### src/sfmb_pkg.sv
// ----------------------------------------------------------------------------
// sfmb_pkg
// Shared types and constants for the SPI frame master with busy-release
// clocking: command codes, phases, beat structs and register layout.
// ----------------------------------------------------------------------------
package sfmb_pkg;

  localparam int unsigned FRAME_BITS = 26;
  localparam int unsigned PULSE_W    = 10;
  localparam int unsigned ADDR_W     = 7;
  localparam int unsigned BIT_CNT_W  = $clog2(FRAME_BITS + 1);
  localparam int unsigned CFG_IDX_W  = 2;

  localparam logic [ADDR_W-1:0] LEVEL_ADDR_MAX = 7'h0F;
  localparam logic [ADDR_W-1:0] RESET_ADDR     = 7'h12;

  localparam logic [PULSE_W-1:0] PULSES_RST_INIT  = 10'd745;
  localparam logic [PULSE_W-1:0] PULSES_LVL_INIT  = 10'd22;
  localparam logic [PULSE_W-1:0] PULSES_NORM_INIT = 10'd4;

  typedef enum logic [1:0] {
    ACT_TICK  = 2'd0,
    ACT_WRITE = 2'd1,
    ACT_READ  = 2'd2,
    ACT_RESET = 2'd3
  } action_e;

  typedef enum logic [CFG_IDX_W-1:0] {
    REG_PULSES_RST  = 2'd0,
    REG_PULSES_LVL  = 2'd1,
    REG_PULSES_NORM = 2'd2
  } reg_idx_e;

  typedef enum logic [2:0] {
    PH_IDLE   = 3'd0,
    PH_BITS   = 3'd1,
    PH_TRAIL  = 3'd2,
    PH_PULSE  = 3'd3,
    PH_FINISH = 3'd4,
    PH_RSTREL = 3'd5
  } phase_e;

  typedef struct packed {
    action_e               action;
    logic [FRAME_BITS-1:0] frame_word;
    logic [ADDR_W-1:0]     target_address;
    logic                  serial_in;
  } sfmb_in_t;

  typedef struct packed {
    logic                  chip_select_n;
    logic                  serial_clock;
    logic                  serial_out;
    logic                  reset_n;
    logic                  active;
    logic [FRAME_BITS-1:0] read_word;
    logic                  read_valid;
    logic                  finished;
    logic                  refused;
  } sfmb_out_t;

  typedef struct packed {
    logic [PULSE_W-1:0] pulses_rst;
    logic [PULSE_W-1:0] pulses_lvl;
    logic [PULSE_W-1:0] pulses_norm;
  } sfmb_cfg_t;

endpackage

### src/sfmb_cfg.sv
// ----------------------------------------------------------------------------
// sfmb_cfg
// Pulse-count register file, written through a plain write port.
// ----------------------------------------------------------------------------
module sfmb_cfg
  import sfmb_pkg::*;
(
  input  logic                 clk_i,
  input  logic                 rst_ni,
  input  logic                 cfg_we_i,
  input  logic [CFG_IDX_W-1:0] cfg_idx_i,
  input  logic [PULSE_W-1:0]   cfg_data_i,
  output sfmb_cfg_t            cfg_o
);

  sfmb_cfg_t cfg_q;

  always_ff @(posedge clk_i or negedge rst_ni) begin
    if (!rst_ni) begin
      cfg_q.pulses_rst  <= PULSES_RST_INIT;
      cfg_q.pulses_lvl  <= PULSES_LVL_INIT;
      cfg_q.pulses_norm <= PULSES_NORM_INIT;
    end else if (cfg_we_i) begin
      case (cfg_idx_i)
        REG_PULSES_RST:  cfg_q.pulses_rst  <= cfg_data_i;
        REG_PULSES_LVL:  cfg_q.pulses_lvl  <= cfg_data_i;
        REG_PULSES_NORM: cfg_q.pulses_norm <= cfg_data_i;
        default: ;  // unmapped index: drop
      endcase
    end
  end

  assign cfg_o = cfg_q;

endmodule

### src/sfmb_engine.sv
// ----------------------------------------------------------------------------
// sfmb_engine
// Frame sequencer: holds the pin and shift state and advances it by one
// half clock period for each accepted beat, producing that beat's result.
// ----------------------------------------------------------------------------
module sfmb_engine
  import sfmb_pkg::*;
(
  input  logic      clk_i,
  input  logic      rst_ni,
  input  logic      step_i,
  input  sfmb_in_t  beat_i,
  input  sfmb_cfg_t cfg_i,
  output sfmb_out_t res_o
);

  localparam logic [BIT_CNT_W-1:0] LAST_BIT = BIT_CNT_W'(FRAME_BITS - 1);

  phase_e                phase_q, phase_d;
  logic [BIT_CNT_W-1:0]  bit_cnt_q, bit_cnt_d;
  logic                  half_q, half_d;
  logic [FRAME_BITS-1:0] tx_q, tx_d;
  logic [FRAME_BITS-1:0] rx_q, rx_d;
  logic [PULSE_W-1:0]    pcnt_q, pcnt_d;
  logic [PULSE_W-1:0]    ptgt_q, ptgt_d;
  logic                  is_read_q, is_read_d;
  logic                  cs_n_q, cs_n_d;
  logic                  sclk_q, sclk_d;
  logic                  sdo_q, sdo_d;
  logic                  rst_n_q, rst_n_d;

  logic [PULSE_W-1:0]    pcnt_inc;
  logic [BIT_CNT_W-1:0]  rx_idx;
  logic                  cmd_start;

  assign pcnt_inc  = pcnt_q + PULSE_W'(1);
  assign rx_idx    = LAST_BIT - bit_cnt_q;
  assign cmd_start = (beat_i.action != ACT_TICK);

  // next phase
  always_comb begin
    phase_d = phase_q;
    if (step_i) begin
      case (phase_q)
        PH_IDLE: begin
          if (beat_i.action == ACT_WRITE || beat_i.action == ACT_READ) begin
            phase_d = PH_BITS;
          end else if (beat_i.action == ACT_RESET) begin
            phase_d = PH_RSTREL;
          end
        end
        PH_BITS: begin
          if (half_q && bit_cnt_q == LAST_BIT) begin
            phase_d = PH_TRAIL;
          end
        end
        PH_TRAIL, PH_RSTREL: begin
          phase_d = (ptgt_q == '0) ? PH_FINISH : PH_PULSE;
        end
        PH_PULSE: begin
          if (half_q && pcnt_inc == ptgt_q) begin
            phase_d = PH_FINISH;
          end
        end
        default: phase_d = PH_IDLE;
      endcase
    end
  end

  // datapath and result
  always_comb begin
    bit_cnt_d = bit_cnt_q;
    half_d    = half_q;
    tx_d      = tx_q;
    rx_d      = rx_q;
    pcnt_d    = pcnt_q;
    ptgt_d    = ptgt_q;
    is_read_d = is_read_q;
    cs_n_d    = cs_n_q;
    sclk_d    = sclk_q;
    sdo_d     = sdo_q;
    rst_n_d   = rst_n_q;

    res_o            = '0;
    res_o.active     = 1'b1;

    if (step_i) begin
      case (phase_q)
        PH_IDLE: begin
          if (beat_i.action == ACT_WRITE || beat_i.action == ACT_READ) begin
            cs_n_d    = 1'b0;
            sclk_d    = 1'b0;
            bit_cnt_d = '0;
            half_d    = 1'b0;
            if (beat_i.action == ACT_WRITE) begin
              is_read_d = 1'b0;
              tx_d      = beat_i.frame_word;
              if (beat_i.target_address <= LEVEL_ADDR_MAX) begin
                ptgt_d = cfg_i.pulses_lvl;
              end else if (beat_i.target_address == RESET_ADDR) begin
                ptgt_d = cfg_i.pulses_rst;
              end else begin
                ptgt_d = cfg_i.pulses_norm;
              end
            end else begin
              is_read_d = 1'b1;
              rx_d      = '0;
              ptgt_d    = cfg_i.pulses_norm;
            end
          end else if (beat_i.action == ACT_RESET) begin
            is_read_d = 1'b0;
            rst_n_d   = 1'b0;
            ptgt_d    = cfg_i.pulses_rst;
          end else begin
            res_o.active = 1'b0;
          end
        end
        PH_BITS: begin
          res_o.refused = cmd_start;
          if (!half_q) begin
            sclk_d = 1'b0;
            if (!is_read_q) begin
              sdo_d = tx_q[FRAME_BITS-1];
              tx_d  = {tx_q[FRAME_BITS-2:0], 1'b0};
            end
            half_d = 1'b1;
          end else begin
            sclk_d = 1'b1;
            if (is_read_q && beat_i.serial_in) begin
              rx_d[rx_idx] = 1'b1;
            end
            bit_cnt_d = bit_cnt_q + BIT_CNT_W'(1);
            half_d    = 1'b0;
          end
        end
        PH_TRAIL: begin
          res_o.refused = cmd_start;
          sclk_d = 1'b0;
          pcnt_d = '0;
          half_d = 1'b0;
        end
        PH_RSTREL: begin
          res_o.refused = cmd_start;
          rst_n_d = 1'b1;
          pcnt_d  = '0;
          half_d  = 1'b0;
        end
        PH_PULSE: begin
          res_o.refused = cmd_start;
          cs_n_d = 1'b1;
          if (!half_q) begin
            sclk_d = 1'b0;
            half_d = 1'b1;
          end else begin
            sclk_d = 1'b1;
            pcnt_d = pcnt_inc;
            half_d = 1'b0;
          end
        end
        default: begin
          res_o.refused    = cmd_start;
          cs_n_d           = 1'b1;
          sclk_d           = 1'b0;
          res_o.active     = 1'b0;
          res_o.finished   = 1'b1;
          res_o.read_valid = is_read_q;
          half_d           = 1'b0;
        end
      endcase
    end

    res_o.chip_select_n = cs_n_d;
    res_o.serial_clock  = sclk_d;
    res_o.serial_out    = sdo_d;
    res_o.reset_n       = rst_n_d;
    res_o.read_word     = rx_d;
  end

  always_ff @(posedge clk_i or negedge rst_ni) begin
    if (!rst_ni) begin
      phase_q   <= PH_IDLE;
      bit_cnt_q <= '0;
      half_q    <= 1'b0;
      tx_q      <= '0;
      rx_q      <= '0;
      pcnt_q    <= '0;
      ptgt_q    <= '0;
      is_read_q <= 1'b0;
      cs_n_q    <= 1'b1;
      sclk_q    <= 1'b0;
      sdo_q     <= 1'b0;
      rst_n_q   <= 1'b1;
    end else begin
      phase_q   <= phase_d;
      bit_cnt_q <= bit_cnt_d;
      half_q    <= half_d;
      tx_q      <= tx_d;
      rx_q      <= rx_d;
      pcnt_q    <= pcnt_d;
      ptgt_q    <= ptgt_d;
      is_read_q <= is_read_d;
      cs_n_q    <= cs_n_d;
      sclk_q    <= sclk_d;
      sdo_q     <= sdo_d;
      rst_n_q   <= rst_n_d;
    end
  end

endmodule

### src/sfmb_outreg.sv
// ----------------------------------------------------------------------------
// sfmb_outreg
// Result register: holds one result beat until the consumer takes it.
// ----------------------------------------------------------------------------
module sfmb_outreg
  import sfmb_pkg::*;
(
  input  logic      clk_i,
  input  logic      rst_ni,
  input  logic      load_i,
  input  sfmb_out_t res_i,
  input  logic      out_stall_i,
  output logic      out_valid_o,
  output sfmb_out_t out_beat_o,
  output logic      full_stall_o
);

  logic      valid_q;
  sfmb_out_t beat_q;

  always_ff @(posedge clk_i or negedge rst_ni) begin
    if (!rst_ni) begin
      valid_q <= 1'b0;
    end else if (load_i) begin
      valid_q <= 1'b1;
    end else if (!out_stall_i) begin
      valid_q <= 1'b0;
    end
  end

  always_ff @(posedge clk_i) begin
    if (load_i) begin
      beat_q <= res_i;
    end
  end

  assign out_valid_o  = valid_q;
  assign out_beat_o   = beat_q;
  assign full_stall_o = valid_q & out_stall_i;

endmodule

### src/spi_frame_master_busy_clocking_top.sv
// ----------------------------------------------------------------------------
// spi_frame_master_busy_clocking_top
// Pin-level SPI master for 26-bit frames with busy-release clock pulses,
// advanced one half clock period per input beat.
// ----------------------------------------------------------------------------
//
//   channel  | direction | handshake               | payload
//   ---------+-----------+-------------------------+------------------------
//   in       | sink      | in_valid_i / in_stall_o | sfmb_in_t  (command/tick)
//   out      | source    | out_valid_o/out_stall_i | sfmb_out_t (pin levels)
//   cfg      | sink      | cfg_we_i                | pulse-count registers
//
// Every accepted input beat yields exactly one result beat. The sequencer
// updates its state in the cycle a beat is accepted and the result lands in
// the output register on the same edge, so a new beat can be accepted every
// cycle while in_stall_o is low; out_valid_o rises the cycle after acceptance.
// in_stall_o rises only while the output register holds a beat the consumer
// is stalling. Reset idles the pins (chip select high, clock low, data low,
// device reset high) and reloads the pulse counts to 745, 22 and 4.
// ----------------------------------------------------------------------------
module spi_frame_master_busy_clocking_top
  import sfmb_pkg::*;
(
  input  logic                 clk_i,
  input  logic                 rst_ni,
  input  logic                 in_valid_i,
  output logic                 in_stall_o,
  input  sfmb_in_t             in_beat_i,
  output logic                 out_valid_o,
  input  logic                 out_stall_i,
  output sfmb_out_t            out_beat_o,
  input  logic                 cfg_we_i,
  input  logic [CFG_IDX_W-1:0] cfg_idx_i,
  input  logic [PULSE_W-1:0]   cfg_data_i
);

  sfmb_cfg_t cfg;
  sfmb_out_t res;
  logic      step;
  logic      full_stall;

  // accept a beat whenever the result register can take its result
  assign step       = in_valid_i & ~full_stall;
  assign in_stall_o = full_stall;

  sfmb_cfg u_cfg (
    .clk_i      (clk_i),
    .rst_ni     (rst_ni),
    .cfg_we_i   (cfg_we_i),
    .cfg_idx_i  (cfg_idx_i),
    .cfg_data_i (cfg_data_i),
    .cfg_o      (cfg)
  );

  sfmb_engine u_engine (
    .clk_i  (clk_i),
    .rst_ni (rst_ni),
    .step_i (step),
    .beat_i (in_beat_i),
    .cfg_i  (cfg),
    .res_o  (res)
  );

  sfmb_outreg u_outreg (
    .clk_i        (clk_i),
    .rst_ni       (rst_ni),
    .load_i       (step),
    .res_i        (res),
    .out_stall_i  (out_stall_i),
    .out_valid_o  (out_valid_o),
    .out_beat_o   (out_beat_o),
    .full_stall_o (full_stall)
  );

endmodule

### config.mk
export PLATFORM = sky130hd
export DESIGN_NAME = spi_frame_master_busy_clocking_top
export DESIGN_NICKNAME = d
export VERILOG_FILES = /design/src/sfmb_pkg.sv /design/src/sfmb_cfg.sv /design/src/sfmb_engine.sv /design/src/sfmb_outreg.sv /design/src/spi_frame_master_busy_clocking_top.sv
export SDC_FILE = /design/constraint.sdc
export NUM_CORES = 1
export LEC_CHECK = 0
export ABC_AREA = 1
export ABC_CLOCK_PERIOD_IN_PS = 2570
export BUFFER_PORTS_ARGS = -buffer_cell sky130_fd_sc_hd__buf_2
export CAP_MARGIN = 5
export CORE_MARGIN = 8
export CORE_UTILIZATION = 50
export DETAILED_ROUTE_END_ITERATION = 8
export MAX_ROUTING_LAYER = met4
export PLACE_DENSITY_LB_ADDON = 0.15
export SYNTH_ARGS = -nofsm -noshare
export SYNTH_HDL_FRONTEND = slang
export SYNTH_SLANG_ARGS = --single-unit
### constraint.sdc
create_clock -name clk_i -period 2.57 [get_ports clk_i]
set_input_delay 0.514 -clock clk_i [delete_from_list [all_inputs] [get_ports clk_i]]
set_output_delay 0.514 -clock clk_i [all_outputs]
set_load 0.01 [all_outputs]
==> metrics, run 1 <==
Syn Area/Cell=9.07 µm²; max-cap violation count=0; CTS tree=done; DR pass1 iterations=5; Crit path largest cell delay=just over 0.5 ns; Post-Place Cell Area=7720 µm²; DRT Wirelength=16,600 µm; Sinks on Clock Net=151; clock buffer depth=2; HP Class=in2async; Placeable Area=13,800 µm²; top_reg_cell synth=dfrtp_1; Slew Limit Headroom=roughly 54%; DRC violations left=0; die height=135 µm; most frequent cell after synthesis=nand2_1; Max Freq=0.483 GHz; Setup TNS Final=0 ns; FF-to-FF Start=u_engine.pcnt_q[0]; WL/cell=15.6 µm; Final ANT Viol Nets=0; GPL Wtd Cong=0.895; Least-Margin Pin Slew=0.695 ns; Synth async-reset ratio=77.5%; die area=approximately 18,000 µm²; die width=135 µm; worst vdd ir=442 µV; initial antenna violation count=0; area of all placed cells without fillers=8290 µm²; Clock Latency Late Sink=approximately 0.43 ns; final setup vio count=0; Starting Density=slightly above 50%; YS warnings=0; PD cells=slightly below 1000 nW/µm²; status=completed; Fillers=~1,200; Post-DP HPWL=11,800 µm; row count=43; share of layout cells above drive strength 1=between 20% and 30%; Crit Path Class=reg2reg; leakage power=0.00381 µW; Total GRT Usage=19.6%; clock transition at the registers of the reported paths=0.07 ns; clk_skew=0.00998 ns; RSZ-0062 raised after global routing=no; first-pass GRT wire length=27,800 µm; Hold Vio Cnt, Final=0; largest net degree at the start of global routing=53; Crit path required time=between 2 and 3 ns; H-tree levels=4; Post-synth EDFFs=34; post_cts resized=0; Util after Layout=60.0%; crit path max-delay cell type=dfrtp_1; reg-to-reg endpoint=u_engine.phase_q[2]; via-per-instance ratio=5.30; Post-Syn Area=7070 µm²; Antenna Cells=0; Root Buffer=clkbuf_16; critical path startpoint category=flop; Synth area leaders=dfrtp_1 37%, edfxtp_1 14%, nand2_1 9.1%; type of destination of the critical path=flop; Boundary Pins=89; Final Critical Period=between 2 and 2.5 ns; Cell Chain, Critical Path=ha_1, nand2_2, nor2_4, nand2_1, nand2_1, nand2_1, nand2_1, nand3_1, nor2_1, nand2_1, nand2_2, nand2_2, nand2_1, nand2_1; final net count=between 900 and 1,000; Post-Place Cells=1,031; fin cells=1,063; number of global-route vias before repair=5,836; Layout area overhead=17.3%; grt ovf=0; cell taking the most area after synthesis=dfrtp_1; commonest cells in the netlist=172 x nand2_1, 105 x dfrtp_1, 103 x inv_1, 100 x o21ai_0, 51 x nand3_1; peak fanout along the critical path=7; post-CTS setup buffers=0; Final period util=80.5%; Slew Limit Fails=0; worst reg2reg path depth=14; vias post-DR=5,630; post-synth cell types=40; CTS Buf Count=17; register area share after synthesis=56.1%; Initial DRC Count=469; hold_buf cts=0; Synth Net Count=844; Yosys top cell area share=37.2%; Top cell by count, worst path=nand2_1; reg-to-reg setup timing slack=0.50 ns; worst path arrival time=2.39 ns; I/O Buffers=88; #FFs+latches synth=151; Post-Syn Instances=779
[through the flow]
step           worst slack [ns]  hold slack (ns)  power, µW
2_1_floorplan             0.536            0.218       5190
3_3_place_gp              0.517            0.464       5730
3_5_place_dp              0.379            0.474       5840
4_1_cts                   0.513           0.0601       8280
5_1_grt                   0.263           0.0756       8810
6_report                  0.500           0.0560       8230
[final cells by class]
cell class / instances / area, µm² / share of cell area [%]
flip-flops and latches: 151 / 3960 / 47.8
multi-input cells: 485 / 2530 / 30.5
repair buffers: 100 / 571 / 6.88
inverters: 115 / 432 / 5.20
clock buffers: 18 / 429 / 5.17
well taps: 180 / 225 / 2.72
clock inverters: 14 / 141 / 1.70
[placed cells by master (no fill, tap or decap), types with 4 or more instances in the layout]
cell / synthesis / final
edfxtp_1: 34 / 34
dfstp_2: 12 / 12
buf_2: 6 / 87
dfrtp_1: 105 / 105
nand2_1: 172 / 172
inv_2: 12 / 12
inv_1: 103 / 103
o21ai_0: 100 / 100
or2_2: 10 / 10
ha_1: 12 / 12
nor2_4: 6 / 6
buf_4: 5 / 10
o211ai_1: 35 / 35
nor2_1: 26 / 26
o21ai_1: 17 / 17
o22ai_1: 4 / 4
a21oi_1: 14 / 14
nor2_2: 4 / 4
nand2_2: 7 / 7
nand4_1: 7 / 7
nand3_1: 51 / 51
clkbuf_16: 0 / 17
[flip-flops by register name, summed over array words and instances (netlist names)]
| register | count |
|---|---|
| u_engine.half_q | 1 |
| u_engine.cs_n_q | 1 |
| u_engine.bit_cnt_q | 5 |
| u_engine.phase_q | 3 |
| u_outreg.out_valid_o | 1 |
| u_engine.is_read_q | 1 |
| u_cfg.cfg_o | 30 |
| u_engine.rst_n_q | 1 |
| u_engine.ptgt_q | 10 |
| u_engine.sclk_q | 1 |
| u_engine.sdo_q | 1 |
| u_engine.rx_q | 26 |
| u_outreg.out_beat_o | 34 |
| u_engine.tx_q | 26 |
| u_engine.pcnt_q | 10 |
[report_power, final]
| group | switching (µW) | internal, µW |
|---|---|---|
| Combinational | 1590 | 771 |
| Clock | 1060 | 1360 |
| Sequential | 375 | 3080 |
| Total | 3020 | 5210 |
[worst max-delay path: cells and delay by family (launching register included)]
kind	cells	cell delay (ns)
adder cells (fa/ha/maj)	1	0.32
AND/OR/NAND/NOR	13	1.14
flip-flops	1	0.51
[worst max-delay path by stage]
stage                  startpoint                 endpoint  cells after the start
6_report       u_engine.pcnt_q[0]      u_engine.phase_q[2]                     14
5_1_grt        u_engine.pcnt_q[0]      u_engine.phase_q[2]                     14
4_1_cts        u_engine.pcnt_q[0]      u_engine.phase_q[2]                     14
3_5_place_dp          out_stall_i  u_outreg.out_beat_o[13]                     10
3_3_place_gp          out_stall_i  u_outreg.out_beat_o[27]                     10
2_1_floorplan         out_stall_i  u_outreg.out_beat_o[10]                      7
[layer usage]
metal  share of wire, %  vias up  track usage (%)  routed length, µm
met5                  0        -                -                  0
met4                1.8        0             6.99                292
met3                4.5       21             5.05                745
met2                 51      131             32.4               8420
met1                 43     2729             22.7               7090
li1                   -     2749                -                  -
[cell families after synthesis]
logic type / share of synthesized area [%]
AO/OA/AOI/OAI: 14.8
adder cells (fa/ha/maj): 2.12
AND/OR/NAND/NOR: 18.4
buffers and inverters: 8.11
flip-flops: 56.1
XOR/XNOR: 0.496
Power figures use the tool's default switching activity.
==> inputs of run 2 (changes only) <==
ABC_AREA = 0   (was 1)
ABC_CLOCK_PERIOD_IN_PS = 2080   (was 2570)
clock period = 2.08 ns   (was 2.57 ns; I/O delays follow)
==> run 2 against run 1 <==
  * Utilization increased by 2.2 points
  * Critical path depth fell by 7
  * Synthesized cell count fell by 23%
  * Non-clock buffer count up 22
  * Routed wire length shrank 11%
  * Global-route usage decreased by 1.9 points
  * First-iteration DRC count is 47% lower
  * Total power grew 16%
  * Clock skew decreased by 0.0031 ns
  * Register-to-register slack got worse by 0.35 ns
  * Cell count fell by 16%
  * Largest cell class unchanged
  * Largest power group unchanged
  * Highest routed layer unchanged
==> metrics, run 2 <==
Crit Path Class=reg2reg; Crit path required time=2.38 ns; first-pass GRT wire length=roughly 25,000 µm; Hold Vio Cnt, Final=0; RSZ-0062 raised after global routing=no; Int Power=6410 µW; FF-to-FF Start=u_engine.pcnt_q[1]; Yosys top cell area share=38.4%; reg-to-reg setup timing slack=0.15 ns; Final period util=92.6%; Least-Margin Pin Slew=0.584 ns; Sinks on Clock Net=151; Post-synth EDFFs=34; leakage power=0.00363 µW; Synth Net Count=664; reg-to-reg endpoint=u_engine.phase_q[2]; share of layout cells above drive strength 1=between 20 and 30%; top_reg_cell synth=dfrtp_1; die height=133 µm; Synth area leaders=dfrtp_1 38%, edfxtp_1 15%, mux2i_1 5.3%; Max Freq=just over 0.5 GHz; Total GRT Usage=17.7%; Total Power=9550 µW; HP Start=in_valid_i; via-per-instance ratio=5.45; row count=42; Final Critical Period=approximately 1.9 ns; vias post-DR=4,874; DRC violations left=0; commonest non-fill, non-tap cells in the layout=105 x dfrtp_1, 87 x buf_2, 82 x nand2_1; worst vdd ir=543 µV; Hold EP=u_outreg.out_valid_o; Antenna Cells=0; area of all placed cells without fillers=8270 µm²; Syn Area/Cell=about 11 µm²; Setup TNS Final=0 ns; final net count=770; Clock Latency Late Sink=0.42 ns; commonest cells in the netlist=105 x dfrtp_1, 82 x nand2_1, 44 x o21ai_0, 36 x mux2i_1, 34 x edfxtp_1; share of total power in combinational logic=25.6%; Post-Place Cell Area=7670 µm²; Crit path largest cell delay=0.45 ns; Initial DRC Count=approximately 250; number of global-route vias before repair=4,990; PD cells=1160 nW/µm²; register area share after synthesis=roughly 58%; largest net degree at the start of global routing=52; hold depth=2; Clock Power Share=30.5%; Post-Syn Area=roughly 6800 µm²; die area=17,700 µm²; clk_skew=0.00689 ns; cell taking the most area after synthesis=dfrtp_1; post-synth cell types=between 50 and 60; type of destination of the critical path=flop; peak fanout along the critical path=5; YS warnings=0; crit path max-delay cell type=o311ai_0; Slew Limit Headroom=approximately three fifths; H-tree levels=4; Slew Limit Fails=0; Layout area overhead=20.7%; Root Buffer=clkbuf_16; worst hold slack=~0.21 ns; Placeable Area=13,300 µm²; DRT Wirelength=roughly 15,000 µm; clock transition at the registers of the reported paths=0.06 ns; WL/cell=16.5 µm; Final ANT Viol Nets=0; Seq pwr share=43.9%; final setup vio count=0; Post-DP HPWL=10,600 µm; die width=approximately 130 µm; Cell Chain, Critical Path=ha_2, and2_1, nor2b_1, o311ai_0, a221oi_2, a21oi_1, nor2_1; worst reg2reg path depth=7; Boundary Pins=between 80 and 90; initial antenna violation count=0; max-cap violation count=0; most frequent cell after synthesis=dfrtp_1; Post-Syn Instances=599; worst path arrival time=2.23 ns; CTS Buf Count=17; most common cell after layout, fill and taps aside=dfrtp_1; Synth async-reset ratio=77.5%; Net Sw Frac=around 33%; I/O Buffers=88; status=completed; HP Class=in2reg; GPL Wtd Cong=0.874; max reg flops=34; critical path startpoint category=flop; #FFs+latches synth=151; DR pass1 iterations=4; grt ovf=0; Starting Density=51.5%; clock buffer depth=2; CTS tree=done; NetSw=3140 µW
[run 2: changes by cell type in the layout (fill, tap and decap cells not counted), moves of 9 or more]
cell | previous run | this run
inv_1 | 103 | 9
nand2_1 | 172 | 82
o21ai_0 | 100 | 44
nand3_1 | 51 | 10
mux2i_1 | 0 | 36
o211ai_1 | 35 | 1
mux2_2 | 0 | 32
buf_4 | 10 | 30
o21ai_1 | 17 | 31
inv_2 | 12 | 1
a2bb2oi_1 | 0 | 10
and3_1 | 0 | 9
xnor2_1 | 1 | 10
[run 2: worst max-delay path, delay by kind of cell, from the launching register on]
| kind | cells | cell delay (ns) |
|---|---|---|
| AO/OA/AOI/OAI | 3 | 0.81 |
| AND/OR/NAND/NOR | 3 | 0.39 |
| flip-flops | 1 | 0.41 |
| adder cells (fa/ha/maj) | 1 | 0.21 |
[run 2: cells by family after synthesis]
kind of cell / count (synthesis) / synth area share (%)
compound gates: 139 / 12.8
xor+xnor: 16 / 2.05
fa+ha+maj: 12 / 2.19
buf+inv: 46 / 2.85
flops: 151 / 57.9
mux: 68 / 10.5
simple gates: 167 / 11.7
[run 2: area by class of cell]
cell class	instances	area, µm²
Fill cell	1102	5030
Timing Repair Buffer	122	751
Multi-Input combinational cell	402	2720
Inverter	11	46.3
Clock buffer	19	453
Sequential cell	151	3960
Tap cell	176	220
Clock inverter	13	111
[run 2: power by group through the flow]
stage                     Sequential [µW]  Combinational, µW  Clock [µW]
after global placement               4200               2340           0
after CTS                            4190               2440        2950
after floorplan                      4070               1840           0
after global routing                 4270               2750        3090
after detailed placement             4230               2420           0
final                                4190               2450        2910
[run 2: how the worst max path moves through the flow]
stage / from / end / slack (ns)
6_report: u_engine.pcnt_q[1] / u_engine.phase_q[2] / 0.15
5_1_grt: u_engine.pcnt_q[0] / u_engine.phase_q[1] / 0.002
4_1_cts: u_engine.pcnt_q[1] / u_engine.phase_q[0] / 0.05
3_5_place_dp: in_beat_i[34] / u_engine.phase_q[2] / -0.15
3_3_place_gp: in_beat_i[34] / u_engine.phase_q[2] / -0.09
2_1_floorplan: in_beat_i[34] / u_engine.phase_q[2] / -0.003
[run 2: stage by stage]
step,setup slack (ns),utilization (%),cells
floorplan,-0.00291,-,599
global placement,-0.0905,57.7,861
detailed placement,-0.145,57.7,861
CTS,0.0508,62.0,894
global route,0.00215,62.2,894
finish,0.153,62.2,894
[run 2: per-layer routing]
metal,global-route usage [%],vias up,routed length (µm)
met5,-,-,0
met2,26.2,109,6780
met1,23.4,2373,7280
met3,4.13,16,536
met4,6.50,0,187
li1,-,2376,-
[run 2: repair_timing]
action,4_1_cts,5_1_grt
buffers inserted,0,0
hold buffers,1,0
endpoints found under the hold margin,19,0
setup endpoints to repair,0,3
gates resized for setup,0,4
